<file path="config.mk">
export PLATFORM = sky130hd
export DESIGN_NAME = stochastic_grid_contagion
export DESIGN_NICKNAME = d
export VERILOG_FILES = /design/src/sv/sgc_pkg.sv /design/src/sv/sgc_cell_update.sv /design/src/sv/sgc_group_reduce.sv /design/src/sv/stochastic_grid_contagion.sv
export SDC_FILE = /design/constraint.sdc
export NUM_CORES = 1
export LEC_CHECK = 0
export BUFFER_PORTS_ARGS = -buffer_cell sky130_fd_sc_hd__buf_4
export CAP_MARGIN = 20
export CORE_MARGIN = 3
export CORE_UTILIZATION = 53
export DETAILED_ROUTE_END_ITERATION = 16
export PLACE_DENSITY = 0.72
export SLEW_MARGIN = 20
export SYNTH_ARGS = -nofsm -noshare
export SYNTH_HDL_FRONTEND = slang
export SYNTH_SLANG_ARGS = --single-unit
</file>
<file path="constraint.sdc">
create_clock -name clk -period 7 [get_ports clk]
set_input_delay 0.7 -clock clk [delete_from_list [all_inputs] [get_ports clk]]
set_output_delay 0.7 -clock clk [all_outputs]
set_load 0.1 [all_outputs]
</file>
<file path="src/sv/sgc_pkg.sv">
`timescale 1ns / 1ps
// ----------------------------------------------------------------------------
// sgc_pkg
// Shared widths, codes and types for the stochastic grid contagion block.
// ----------------------------------------------------------------------------
package sgc_pkg;

    localparam int GRID_SIDE_DEF   = 4;
    localparam int GROUP_COUNT_DEF = 4;

    localparam int FUNC_W      = 2;
    localparam int IDX_W       = 4;
    localparam int ROLL_W      = 7;
    localparam int THR_W       = 7;
    localparam int MODE_W      = 2;
    localparam int GATES_W     = 16;
    localparam int GRP_OUT_W   = 4;
    localparam int CFG_IDX_W   = 2;
    localparam int CFG_DATA_W  = 7;

    localparam logic [THR_W-1:0]  SPREAD_RST  = 7'd10;
    localparam logic [THR_W-1:0]  RECOVER_RST = 7'd10;
    localparam logic [MODE_W-1:0] MODE_RST    = 2'd0;

    // item function codes
    localparam logic [FUNC_W-1:0] FUNC_PRESS  = 2'd0;
    localparam logic [FUNC_W-1:0] FUNC_STEP   = 2'd1;
    localparam logic [FUNC_W-1:0] FUNC_COMMIT = 2'd2;

    // press modes
    localparam logic [MODE_W-1:0] MODE_TOGGLE = 2'd0;
    localparam logic [MODE_W-1:0] MODE_FIX    = 2'd1;
    localparam logic [MODE_W-1:0] MODE_GROUP  = 2'd2;

    // config register indexes
    localparam logic [CFG_IDX_W-1:0] CFG_SPREAD  = 2'd0;
    localparam logic [CFG_IDX_W-1:0] CFG_RECOVER = 2'd1;
    localparam logic [CFG_IDX_W-1:0] CFG_MODE    = 2'd2;

    // addressed cell plus previous state of its in-grid neighbors
    typedef struct packed {
        logic on;
        logic was_on;
        logic fixed;
        logic nb_up;
        logic nb_down;
        logic nb_left;
        logic nb_right;
    } cell_view_t;

    typedef struct packed {
        logic on;
        logic was_on;
        logic fixed;
    } cell_upd_t;

endpackage

</file>
<file path="src/sv/sgc_cell_update.sv">
`timescale 1ns / 1ps
// ----------------------------------------------------------------------------
// sgc_cell_update
// Next state of one addressed cell for a press or a step beat.
// ----------------------------------------------------------------------------
module sgc_cell_update #(
    parameter int GROUP_COUNT = sgc_pkg::GROUP_COUNT_DEF,
    parameter int GTAG_W      = 2
) (
    input  logic [sgc_pkg::FUNC_W-1:0] func,
    input  logic [sgc_pkg::MODE_W-1:0] edit_mode,
    input  logic [sgc_pkg::THR_W-1:0]  spread_thr,
    input  logic [sgc_pkg::THR_W-1:0]  recover_thr,
    input  logic                       gate_high,
    input  logic [sgc_pkg::ROLL_W-1:0] roll_up,
    input  logic [sgc_pkg::ROLL_W-1:0] roll_down,
    input  logic [sgc_pkg::ROLL_W-1:0] roll_left,
    input  logic [sgc_pkg::ROLL_W-1:0] roll_right,
    input  logic [sgc_pkg::ROLL_W-1:0] roll_cure,
    input  sgc_pkg::cell_view_t        view,
    input  logic [GTAG_W-1:0]          group,
    output sgc_pkg::cell_upd_t         upd,
    output logic [GTAG_W-1:0]          group_next
);
    import sgc_pkg::*;

    logic hit;
    logic cured;

    assign hit = (view.nb_up    && (roll_up    < spread_thr))
              || (view.nb_down  && (roll_down  < spread_thr))
              || (view.nb_left  && (roll_left  < spread_thr))
              || (view.nb_right && (roll_right < spread_thr));
    assign cured = roll_cure < recover_thr;

    always_comb
    begin
        upd.on     = view.on;
        upd.was_on = view.was_on;
        upd.fixed  = view.fixed;
        group_next = group;
        case (func)
            FUNC_PRESS:
            begin
                case (edit_mode)
                    MODE_TOGGLE:
                    begin
                        upd.on     = ~view.on;
                        upd.was_on = ~view.on;
                    end
                    MODE_FIX:
                    begin
                        // unfixed -> fixed off -> fixed on -> unfixed (stays on)
                        if (!view.fixed)
                        begin
                            upd.fixed = 1'b1;
                            upd.on    = 1'b0;
                        end
                        else if (!view.on)
                        begin
                            upd.on = 1'b1;
                        end
                        else
                        begin
                            upd.fixed = 1'b0;
                        end
                    end
                    MODE_GROUP:
                    begin
                        if (group >= GTAG_W'(GROUP_COUNT - 1))
                            group_next = '0;
                        else
                            group_next = group + 1'b1;
                    end
                    default:
                    begin
                        upd.on = view.on;
                    end
                endcase
            end
            FUNC_STEP:
            begin
                if (gate_high)
                    upd.on = 1'b1;
                if (!view.was_on)
                begin
                    if (hit && !view.fixed)
                        upd.on = 1'b1;
                end
                else if (cured && !view.fixed)
                begin
                    upd.on = 1'b0;
                end
            end
            default:
            begin
                upd.on = view.on;
            end
        endcase
    end

endmodule

</file>
<file path="src/sv/sgc_group_reduce.sv">
`timescale 1ns / 1ps
// ----------------------------------------------------------------------------
// sgc_group_reduce
// Gate word and per-group OR / AND of the current cell states.
// ----------------------------------------------------------------------------
module sgc_group_reduce #(
    parameter int CELL_COUNT  = 16,
    parameter int GROUP_COUNT = sgc_pkg::GROUP_COUNT_DEF,
    parameter int GTAG_W      = 2
) (
    input  logic [CELL_COUNT-1:0]             cell_on,
    input  logic [CELL_COUNT-1:0][GTAG_W-1:0] cell_group,
    output logic [sgc_pkg::GATES_W-1:0]       gates,
    output logic [sgc_pkg::GRP_OUT_W-1:0]     group_any,
    output logic [sgc_pkg::GRP_OUT_W-1:0]     group_all
);
    import sgc_pkg::*;

    generate
        if (CELL_COUNT >= GATES_W)
        begin : g_gates_trunc
            assign gates = cell_on[GATES_W-1:0];
        end
        else
        begin : g_gates_ext
            assign gates = GATES_W'(cell_on);
        end
    endgenerate

    genvar g;
    generate
        for (g = 0; g < GRP_OUT_W; g++)
        begin : g_grp
            if (g < GROUP_COUNT)
            begin : g_live
                logic any_on;
                logic any_off;
                always_comb
                begin
                    any_on  = 1'b0;
                    any_off = 1'b0;
                    for (int i = 0; i < CELL_COUNT; i++)
                    begin
                        if (cell_group[i] == GTAG_W'(g))
                        begin
                            any_on  = any_on  | cell_on[i];
                            any_off = any_off | ~cell_on[i];
                        end
                    end
                end
                assign group_any[g] = any_on;
                assign group_all[g] = ~any_off;
            end
            else
            begin : g_empty
                // group never used: no members
                assign group_any[g] = 1'b0;
                assign group_all[g] = 1'b1;
            end
        end
    endgenerate

endmodule

</file>
<file path="src/sv/stochastic_grid_contagion.sv">
`timescale 1ns / 1ps
// ----------------------------------------------------------------------------
// stochastic_grid_contagion
// Grid of on/off cells with supplied-roll spread and recovery, gate generator.
// ----------------------------------------------------------------------------
// Accepts one item per clock while no commit is held back. Each beat is
// captured in the input register and handled there by a single pass of logic
// that reads the addressed cell and its four neighbors and writes that cell
// back; a commit beat lands in the output register, from which its result is
// presented. Press and step beats return nothing. A commit waits in the
// input register only while the output register holds an untaken result.
// Configuration writes are taken at once and must be made while the block is
// idle.
module stochastic_grid_contagion #(
    parameter int GRID_SIDE   = sgc_pkg::GRID_SIDE_DEF,
    parameter int GROUP_COUNT = sgc_pkg::GROUP_COUNT_DEF
) (
    input  logic                           clk,
    input  logic                           rst_n,
    input  logic                           in_valid,
    output logic                           in_ready,
    input  logic [sgc_pkg::FUNC_W-1:0]     func,
    input  logic [sgc_pkg::IDX_W-1:0]      cell_index,
    input  logic                           gate_high,
    input  logic [sgc_pkg::ROLL_W-1:0]     roll_up,
    input  logic [sgc_pkg::ROLL_W-1:0]     roll_down,
    input  logic [sgc_pkg::ROLL_W-1:0]     roll_left,
    input  logic [sgc_pkg::ROLL_W-1:0]     roll_right,
    input  logic [sgc_pkg::ROLL_W-1:0]     roll_cure,
    output logic                           out_valid,
    input  logic                           out_ready,
    output logic [sgc_pkg::GATES_W-1:0]    gates,
    output logic [sgc_pkg::GRP_OUT_W-1:0]  group_any,
    output logic [sgc_pkg::GRP_OUT_W-1:0]  group_all,
    input  logic                           cfg_valid,
    output logic                           cfg_ready,
    input  logic [sgc_pkg::CFG_IDX_W-1:0]  cfg_index,
    input  logic [sgc_pkg::CFG_DATA_W-1:0] cfg_data
);
    import sgc_pkg::*;

    localparam int CELL_COUNT = GRID_SIDE * GRID_SIDE;
    localparam int CIDX_W     = $clog2(CELL_COUNT);
    localparam int GTAG_W     = (GROUP_COUNT > 1) ? $clog2(GROUP_COUNT) : 1;
    localparam int CMP_W      = 10;

    // configuration
    logic [THR_W-1:0]  spread_thr_reg;
    logic [THR_W-1:0]  recover_thr_reg;
    logic [MODE_W-1:0] edit_mode_reg;

    // input register
    logic              s1_valid_reg;
    logic [FUNC_W-1:0] s1_func_reg;
    logic [IDX_W-1:0]  s1_idx_reg;
    logic              s1_gate_reg;
    logic [ROLL_W-1:0] s1_up_reg;
    logic [ROLL_W-1:0] s1_down_reg;
    logic [ROLL_W-1:0] s1_left_reg;
    logic [ROLL_W-1:0] s1_right_reg;
    logic [ROLL_W-1:0] s1_cure_reg;

    // cell state
    logic [CELL_COUNT-1:0]             on_reg;
    logic [CELL_COUNT-1:0]             was_on_reg;
    logic [CELL_COUNT-1:0]             fixed_reg;
    logic [CELL_COUNT-1:0][GTAG_W-1:0] group_reg;

    // output register
    logic                 out_valid_reg;
    logic [GATES_W-1:0]   gates_reg;
    logic [GRP_OUT_W-1:0] any_reg;
    logic [GRP_OUT_W-1:0] all_reg;

    logic                  s1_adv;
    logic                  is_commit;
    logic                  is_edit;
    logic [CMP_W-1:0]      idx_w;
    logic                  in_grid;
    logic                  up_ok;
    logic                  down_ok;
    logic [CIDX_W-1:0]     cidx;
    logic [CIDX_W-1:0]     up_idx;
    logic [CIDX_W-1:0]     down_idx;
    logic [CIDX_W-1:0]     left_idx;
    logic [CIDX_W-1:0]     right_idx;
    logic [CELL_COUNT-1:0] has_left;
    logic [CELL_COUNT-1:0] has_right;
    cell_view_t            view;
    cell_upd_t             upd;
    logic [GTAG_W-1:0]     group_next;
    logic [GATES_W-1:0]    gates_next;
    logic [GRP_OUT_W-1:0]  any_next;
    logic [GRP_OUT_W-1:0]  all_next;

    assign is_commit = s1_func_reg == FUNC_COMMIT;
    assign is_edit   = (s1_func_reg == FUNC_PRESS) || (s1_func_reg == FUNC_STEP);
    assign s1_adv    = s1_valid_reg && (!is_commit || !out_valid_reg || out_ready);
    assign in_ready  = !s1_valid_reg || s1_adv;
    assign cfg_ready = 1'b1;

    // column edges, fixed per cell
    genvar k;
    generate
        for (k = 0; k < CELL_COUNT; k++)
        begin : g_edge
            assign has_left[k]  = (k % GRID_SIDE) != 0;
            assign has_right[k] = (k % GRID_SIDE) != (GRID_SIDE - 1);
        end
    endgenerate

    assign idx_w     = CMP_W'(s1_idx_reg);
    assign in_grid   = idx_w < CMP_W'(CELL_COUNT);
    assign up_ok     = idx_w >= CMP_W'(GRID_SIDE);
    assign down_ok   = (idx_w + CMP_W'(GRID_SIDE)) < CMP_W'(CELL_COUNT);
    assign cidx      = CIDX_W'(s1_idx_reg);
    assign up_idx    = cidx - CIDX_W'(GRID_SIDE);
    assign down_idx  = cidx + CIDX_W'(GRID_SIDE);
    assign left_idx  = cidx - 1'b1;
    assign right_idx = cidx + 1'b1;

    // out-of-grid neighbor reads are masked by their ok terms
    always_comb
    begin
        view.on       = in_grid && on_reg[cidx];
        view.was_on   = in_grid && was_on_reg[cidx];
        view.fixed    = in_grid && fixed_reg[cidx];
        view.nb_up    = in_grid && up_ok && was_on_reg[up_idx];
        view.nb_down  = in_grid && down_ok && was_on_reg[down_idx];
        view.nb_left  = in_grid && has_left[cidx] && was_on_reg[left_idx];
        view.nb_right = in_grid && has_right[cidx] && was_on_reg[right_idx];
    end

    sgc_cell_update #(
        .GROUP_COUNT (GROUP_COUNT),
        .GTAG_W      (GTAG_W)
    ) u_cell (
        .func        (s1_func_reg),
        .edit_mode   (edit_mode_reg),
        .spread_thr  (spread_thr_reg),
        .recover_thr (recover_thr_reg),
        .gate_high   (s1_gate_reg),
        .roll_up     (s1_up_reg),
        .roll_down   (s1_down_reg),
        .roll_left   (s1_left_reg),
        .roll_right  (s1_right_reg),
        .roll_cure   (s1_cure_reg),
        .view        (view),
        .group       (group_reg[cidx]),
        .upd         (upd),
        .group_next  (group_next)
    );

    sgc_group_reduce #(
        .CELL_COUNT  (CELL_COUNT),
        .GROUP_COUNT (GROUP_COUNT),
        .GTAG_W      (GTAG_W)
    ) u_reduce (
        .cell_on     (on_reg),
        .cell_group  (group_reg),
        .gates       (gates_next),
        .group_any   (any_next),
        .group_all   (all_next)
    );

    always_ff @(posedge clk or negedge rst_n)
    begin
        if (!rst_n)
        begin
            spread_thr_reg  <= SPREAD_RST;
            recover_thr_reg <= RECOVER_RST;
            edit_mode_reg   <= MODE_RST;
        end
        else if (cfg_valid && cfg_ready)
        begin
            case (cfg_index)
                CFG_SPREAD:  spread_thr_reg  <= THR_W'(cfg_data);
                CFG_RECOVER: recover_thr_reg <= THR_W'(cfg_data);
                CFG_MODE:    edit_mode_reg   <= cfg_data[MODE_W-1:0];
                default:     edit_mode_reg   <= edit_mode_reg;
            endcase
        end
    end

    always_ff @(posedge clk or negedge rst_n)
    begin
        if (!rst_n)
            s1_valid_reg <= 1'b0;
        else if (in_ready)
            s1_valid_reg <= in_valid;
    end

    always_ff @(posedge clk)
    begin
        if (in_valid && in_ready)
        begin
            s1_func_reg  <= func;
            s1_idx_reg   <= cell_index;
            s1_gate_reg  <= gate_high;
            s1_up_reg    <= roll_up;
            s1_down_reg  <= roll_down;
            s1_left_reg  <= roll_left;
            s1_right_reg <= roll_right;
            s1_cure_reg  <= roll_cure;
        end
    end

    always_ff @(posedge clk or negedge rst_n)
    begin
        if (!rst_n)
        begin
            on_reg     <= '0;
            was_on_reg <= '0;
            fixed_reg  <= '0;
            group_reg  <= '0;
        end
        else if (s1_adv)
        begin
            if (is_commit)
            begin
                was_on_reg <= on_reg;
            end
            else if (is_edit && in_grid)
            begin
                on_reg[cidx]     <= upd.on;
                was_on_reg[cidx] <= upd.was_on;
                fixed_reg[cidx]  <= upd.fixed;
                group_reg[cidx]  <= group_next;
            end
        end
    end

    always_ff @(posedge clk or negedge rst_n)
    begin
        if (!rst_n)
            out_valid_reg <= 1'b0;
        else if (s1_adv && is_commit)
            out_valid_reg <= 1'b1;
        else if (out_ready)
            out_valid_reg <= 1'b0;
    end

    always_ff @(posedge clk)
    begin
        if (s1_adv && is_commit)
        begin
            gates_reg <= gates_next;
            any_reg   <= any_next;
            all_reg   <= all_next;
        end
    end

    assign out_valid = out_valid_reg;
    assign gates     = gates_reg;
    assign group_any = any_reg;
    assign group_all = all_reg;

endmodule

</file>
==> reports/qor.yml <==
floorplanning:
  initial_core_util_pct: 54.5
  die_h_um: 140
  core_um2: 17400
  num_rows: 48
  die_x_um: 140
  ios: 83
  die_area_um2: 19600
status:
  run_status: "finished, final reports clean"
grt:
  grt_use_met2_pct: 39.7
  grtUsageTotal_pct: 26.6
  grt_pass1_vias: 7359
  gr-usage-met3_pct: 6.70
  grt_pass1_wl_um: 40800
  grt_busiest_layer: "met2"
  grt.overflow.total: 0
  grt_max_degree: 53
  antenna_found_initial: 0
  grt_util_met1_pct: 37.8
power_and_ir_drop:
  p_int_uw: 2010
  seq_power_share_pct: 45.2
  power.density_nw_per_um2: 273
  pwr-share-clk_pct: 34.9
  vdd_drop_max_mv: 0.177
  comb_power_share_pct: 19.8
  p_sw_uw: 938
  leakagePower_uw: 0.00433
  switching_share_pct: 31.9
detailed_routing:
  first_pass_iters: 7
  viasPerCell: 6.44
  drtAntennaViolNets: 0
  routed_wirelength_um: 25700
  first_iter_violations: 1228
  wl_per_cell_um: 21.5
  vias: 7715
  drc: 0
synthesis:
  syn_area_per_cell_um2: 10.1
  synthFlopType: "dfrtp_1"
  synth-seq-cells: 166
  synth_top_area_share_pct: 24.8
  synthArstFlopShare_pct: 59.0
  synth-edff-count: 66
  synth.most_common_cell: "nand2_1"
  yosys_warnings: 0
  netlist_top_cells_area: "dfrtp_1, edfxtp_1, mux4_2"
  ys_seq_area_share_pct: 47.2
  synth_area_leader_cell: "dfrtp_1"
  synth_cell_type_count: 55
  synthCells: 938
  yosys-top-cells-count: "nand2_1, dfrtp_1, nor2_1"
  syn-cell-area_um2: 9490
  synth_fp_nets: 1034
clock_network:
  post_cts_buffers: 0
  cts_max_path_buffers: 2
  cts_tree: "yes"
  cts_buffers: 17
  clock_latency_ps: 430
  clkTransAtPathRegs_ps: 70
  cts.htree.levels: 4
  hold_buffers: 0
  post_cts_resized: 0
  cts_root_buf: "clkbuf_16"
  clkSinkCount: 166
critical_path:
  crit_top_cell: "a21oi_1"
  cp_max_fo: 29
  worstReg2RegStart: "cidx[1]"
  max_stage_delay_ps: 670
  crit_type: "flop to flop"
  crit_start: "cidx[1]"
  cp.required_ps: 7270
  critPathLaunchType: "flop"
  reg2reg_depth: 9
  cp-end-kind: "flop"
  cp_cell_sequence: "buf_4 > ha_1 > xnor2_1 > mux4_2 > mux2_2 > a21oi_1 > o31ai_1 > o311ai_4 > a21oi_1"
  cp_data_arrival_time_ps: 3880
  crit_slowest_cell: "o311ai_4"
layout:
  stdcell_area_um2: 10800
  n_antenna_cell: 0
  area_growth_pct: 13.5
  drive_gt1_share_pct: 20.8
  ff_latch_area_um2: 4480
  largest_register_ffs: 32
  fillCellCount: 1392
  nets: 1056
  multi_input_comb_area_um2: 4610
place:
  placed_area_um2: 10100
  post-dp-hpwl_um: 17200
  io_buffers: 81
  globalplace.congestion: 0.968
timing:
  clock_skew_ps: 6.97
  period_share_pct: 51.6
  fin_tns_setup_ps: 0
  tightest_slew_ps: 1040
  finalHoldViolCount: 0
  drv_slew: 0
  period_needed_ps: 3610
  finalSetupViolCount: 0
  slew_headroom_pct: 30.8
  max_freq_mhz: 277
  grt_setup_unrepaired: "no"
flow_run:
  cap_violations: 0
worst_hold_path:
  min_path_type: "input pin to asynchronous set/reset pin"
[logic make-up (layout without fill, tap and decap cells)]
family                   count (synthesis)  after routing  share of synthesized area (%)
adder cells (fa/ha/maj)                 40             40                           5.27
other                                    1              1                         0.0395
AND/OR/NAND/NOR                        335            335                           16.9
multiplexers                            69             69                           12.2
flip-flops                             166            166                           47.2
buffers and inverters                  109            144                           4.57
AO/OA/AOI/OAI                          214            214                           13.4
XOR/XNOR                                 4              4                          0.369
[final cells by class]
| class | count | area share, % |
|---|---|---|
| sequential | 166 | 41.6 |
| timing repair buffer | 90 | 6.27 |
| tap | 225 | 2.61 |
| clock inverter | 13 | 1.77 |
| clock buffer | 19 | 4.22 |
| inverter | 22 | 0.767 |
| multi-input combinational | 663 | 42.8 |
[critical path, delay by kind of cell, from the launching register on]
kind	cells	cell delay, ps
AO/OA/AOI/OAI	4	1120
XOR/XNOR	1	300
buffers and inverters	1	410
adder cells (fa/ha/maj)	1	640
flip-flops	1	320
multiplexers	2	650
[power groups by stage]
stage	sequential [uW]	clock, uW	combinational [uW]
2_1_floorplan	1240	0	461
3_3_place_gp	1330	0	559
3_5_place_dp	1340	0	577
4_1_cts	1320	1040	580
5_1_grt	1340	1080	645
6_report	1330	1030	584
[per-layer routing]
metal	vias up	routed length [um]
met5	-	0
met4	0	906
met3	92	2710
met2	444	11500
met1	3706	10600
li1	3473	-
[layout by cell type, fill, tap and decap left out, types with 6 or more instances in the layout]
cell type / netlist / final
ha_1: 40 / 40
mux2i_1: 7 / 7
a21oi_2: 11 / 12
mux4_2: 35 / 35
clkbuf_16: 0 / 18
nand2b_1: 6 / 6
nor3b_1: 20 / 20
nor3_1: 22 / 22
nand4_1: 9 / 9
o21ai_0: 56 / 56
nor2_1: 84 / 83
nor4_1: 6 / 6
a22oi_1: 9 / 9
edfxtp_1: 66 / 66
a31oi_1: 26 / 26
mux2_2: 27 / 27
o21ai_1: 6 / 6
a21oi_1: 68 / 67
dfrtp_1: 94 / 94
nand3_1: 37 / 37
nand3b_1: 22 / 22
nand2_1: 112 / 112
inv_1: 21 / 20
o22ai_1: 11 / 11
buf_4: 1 / 90
a21o_1: 6 / 6
[final timing paths]
kind                                            to  slack (ps)
worst min-delay path            recover_thr_reg[4]         270
worst max register to register           on_reg[6]        3390
max in group asynchronous            group_reg[18]        5570
worst max-delay path                     on_reg[6]        3390
min in group clk                           cidx[2]         440
worst min register to register       fixed_reg[14]         490
[through the flow]
| stage | setup WS, ps | hold WS (ps) | total power, uW | instances | utilization (%) |
|---|---|---|---|---|---|
| finish | 3390 | 268 | 2940 | 1198 | 61.8 |
| global placement | 3240 | 460 | 1890 | 1166 | 58.0 |
| CTS | 3420 | 282 | 2940 | 1198 | 61.8 |
| floorplan | 3400 | 404 | 1700 | 938 | - |
| global route | 3160 | 303 | 3060 | 1198 | 61.8 |
| detailed placement | 3450 | 469 | 1910 | 1166 | 58.1 |
Note: power is estimated with default switching activity, not from simulation.
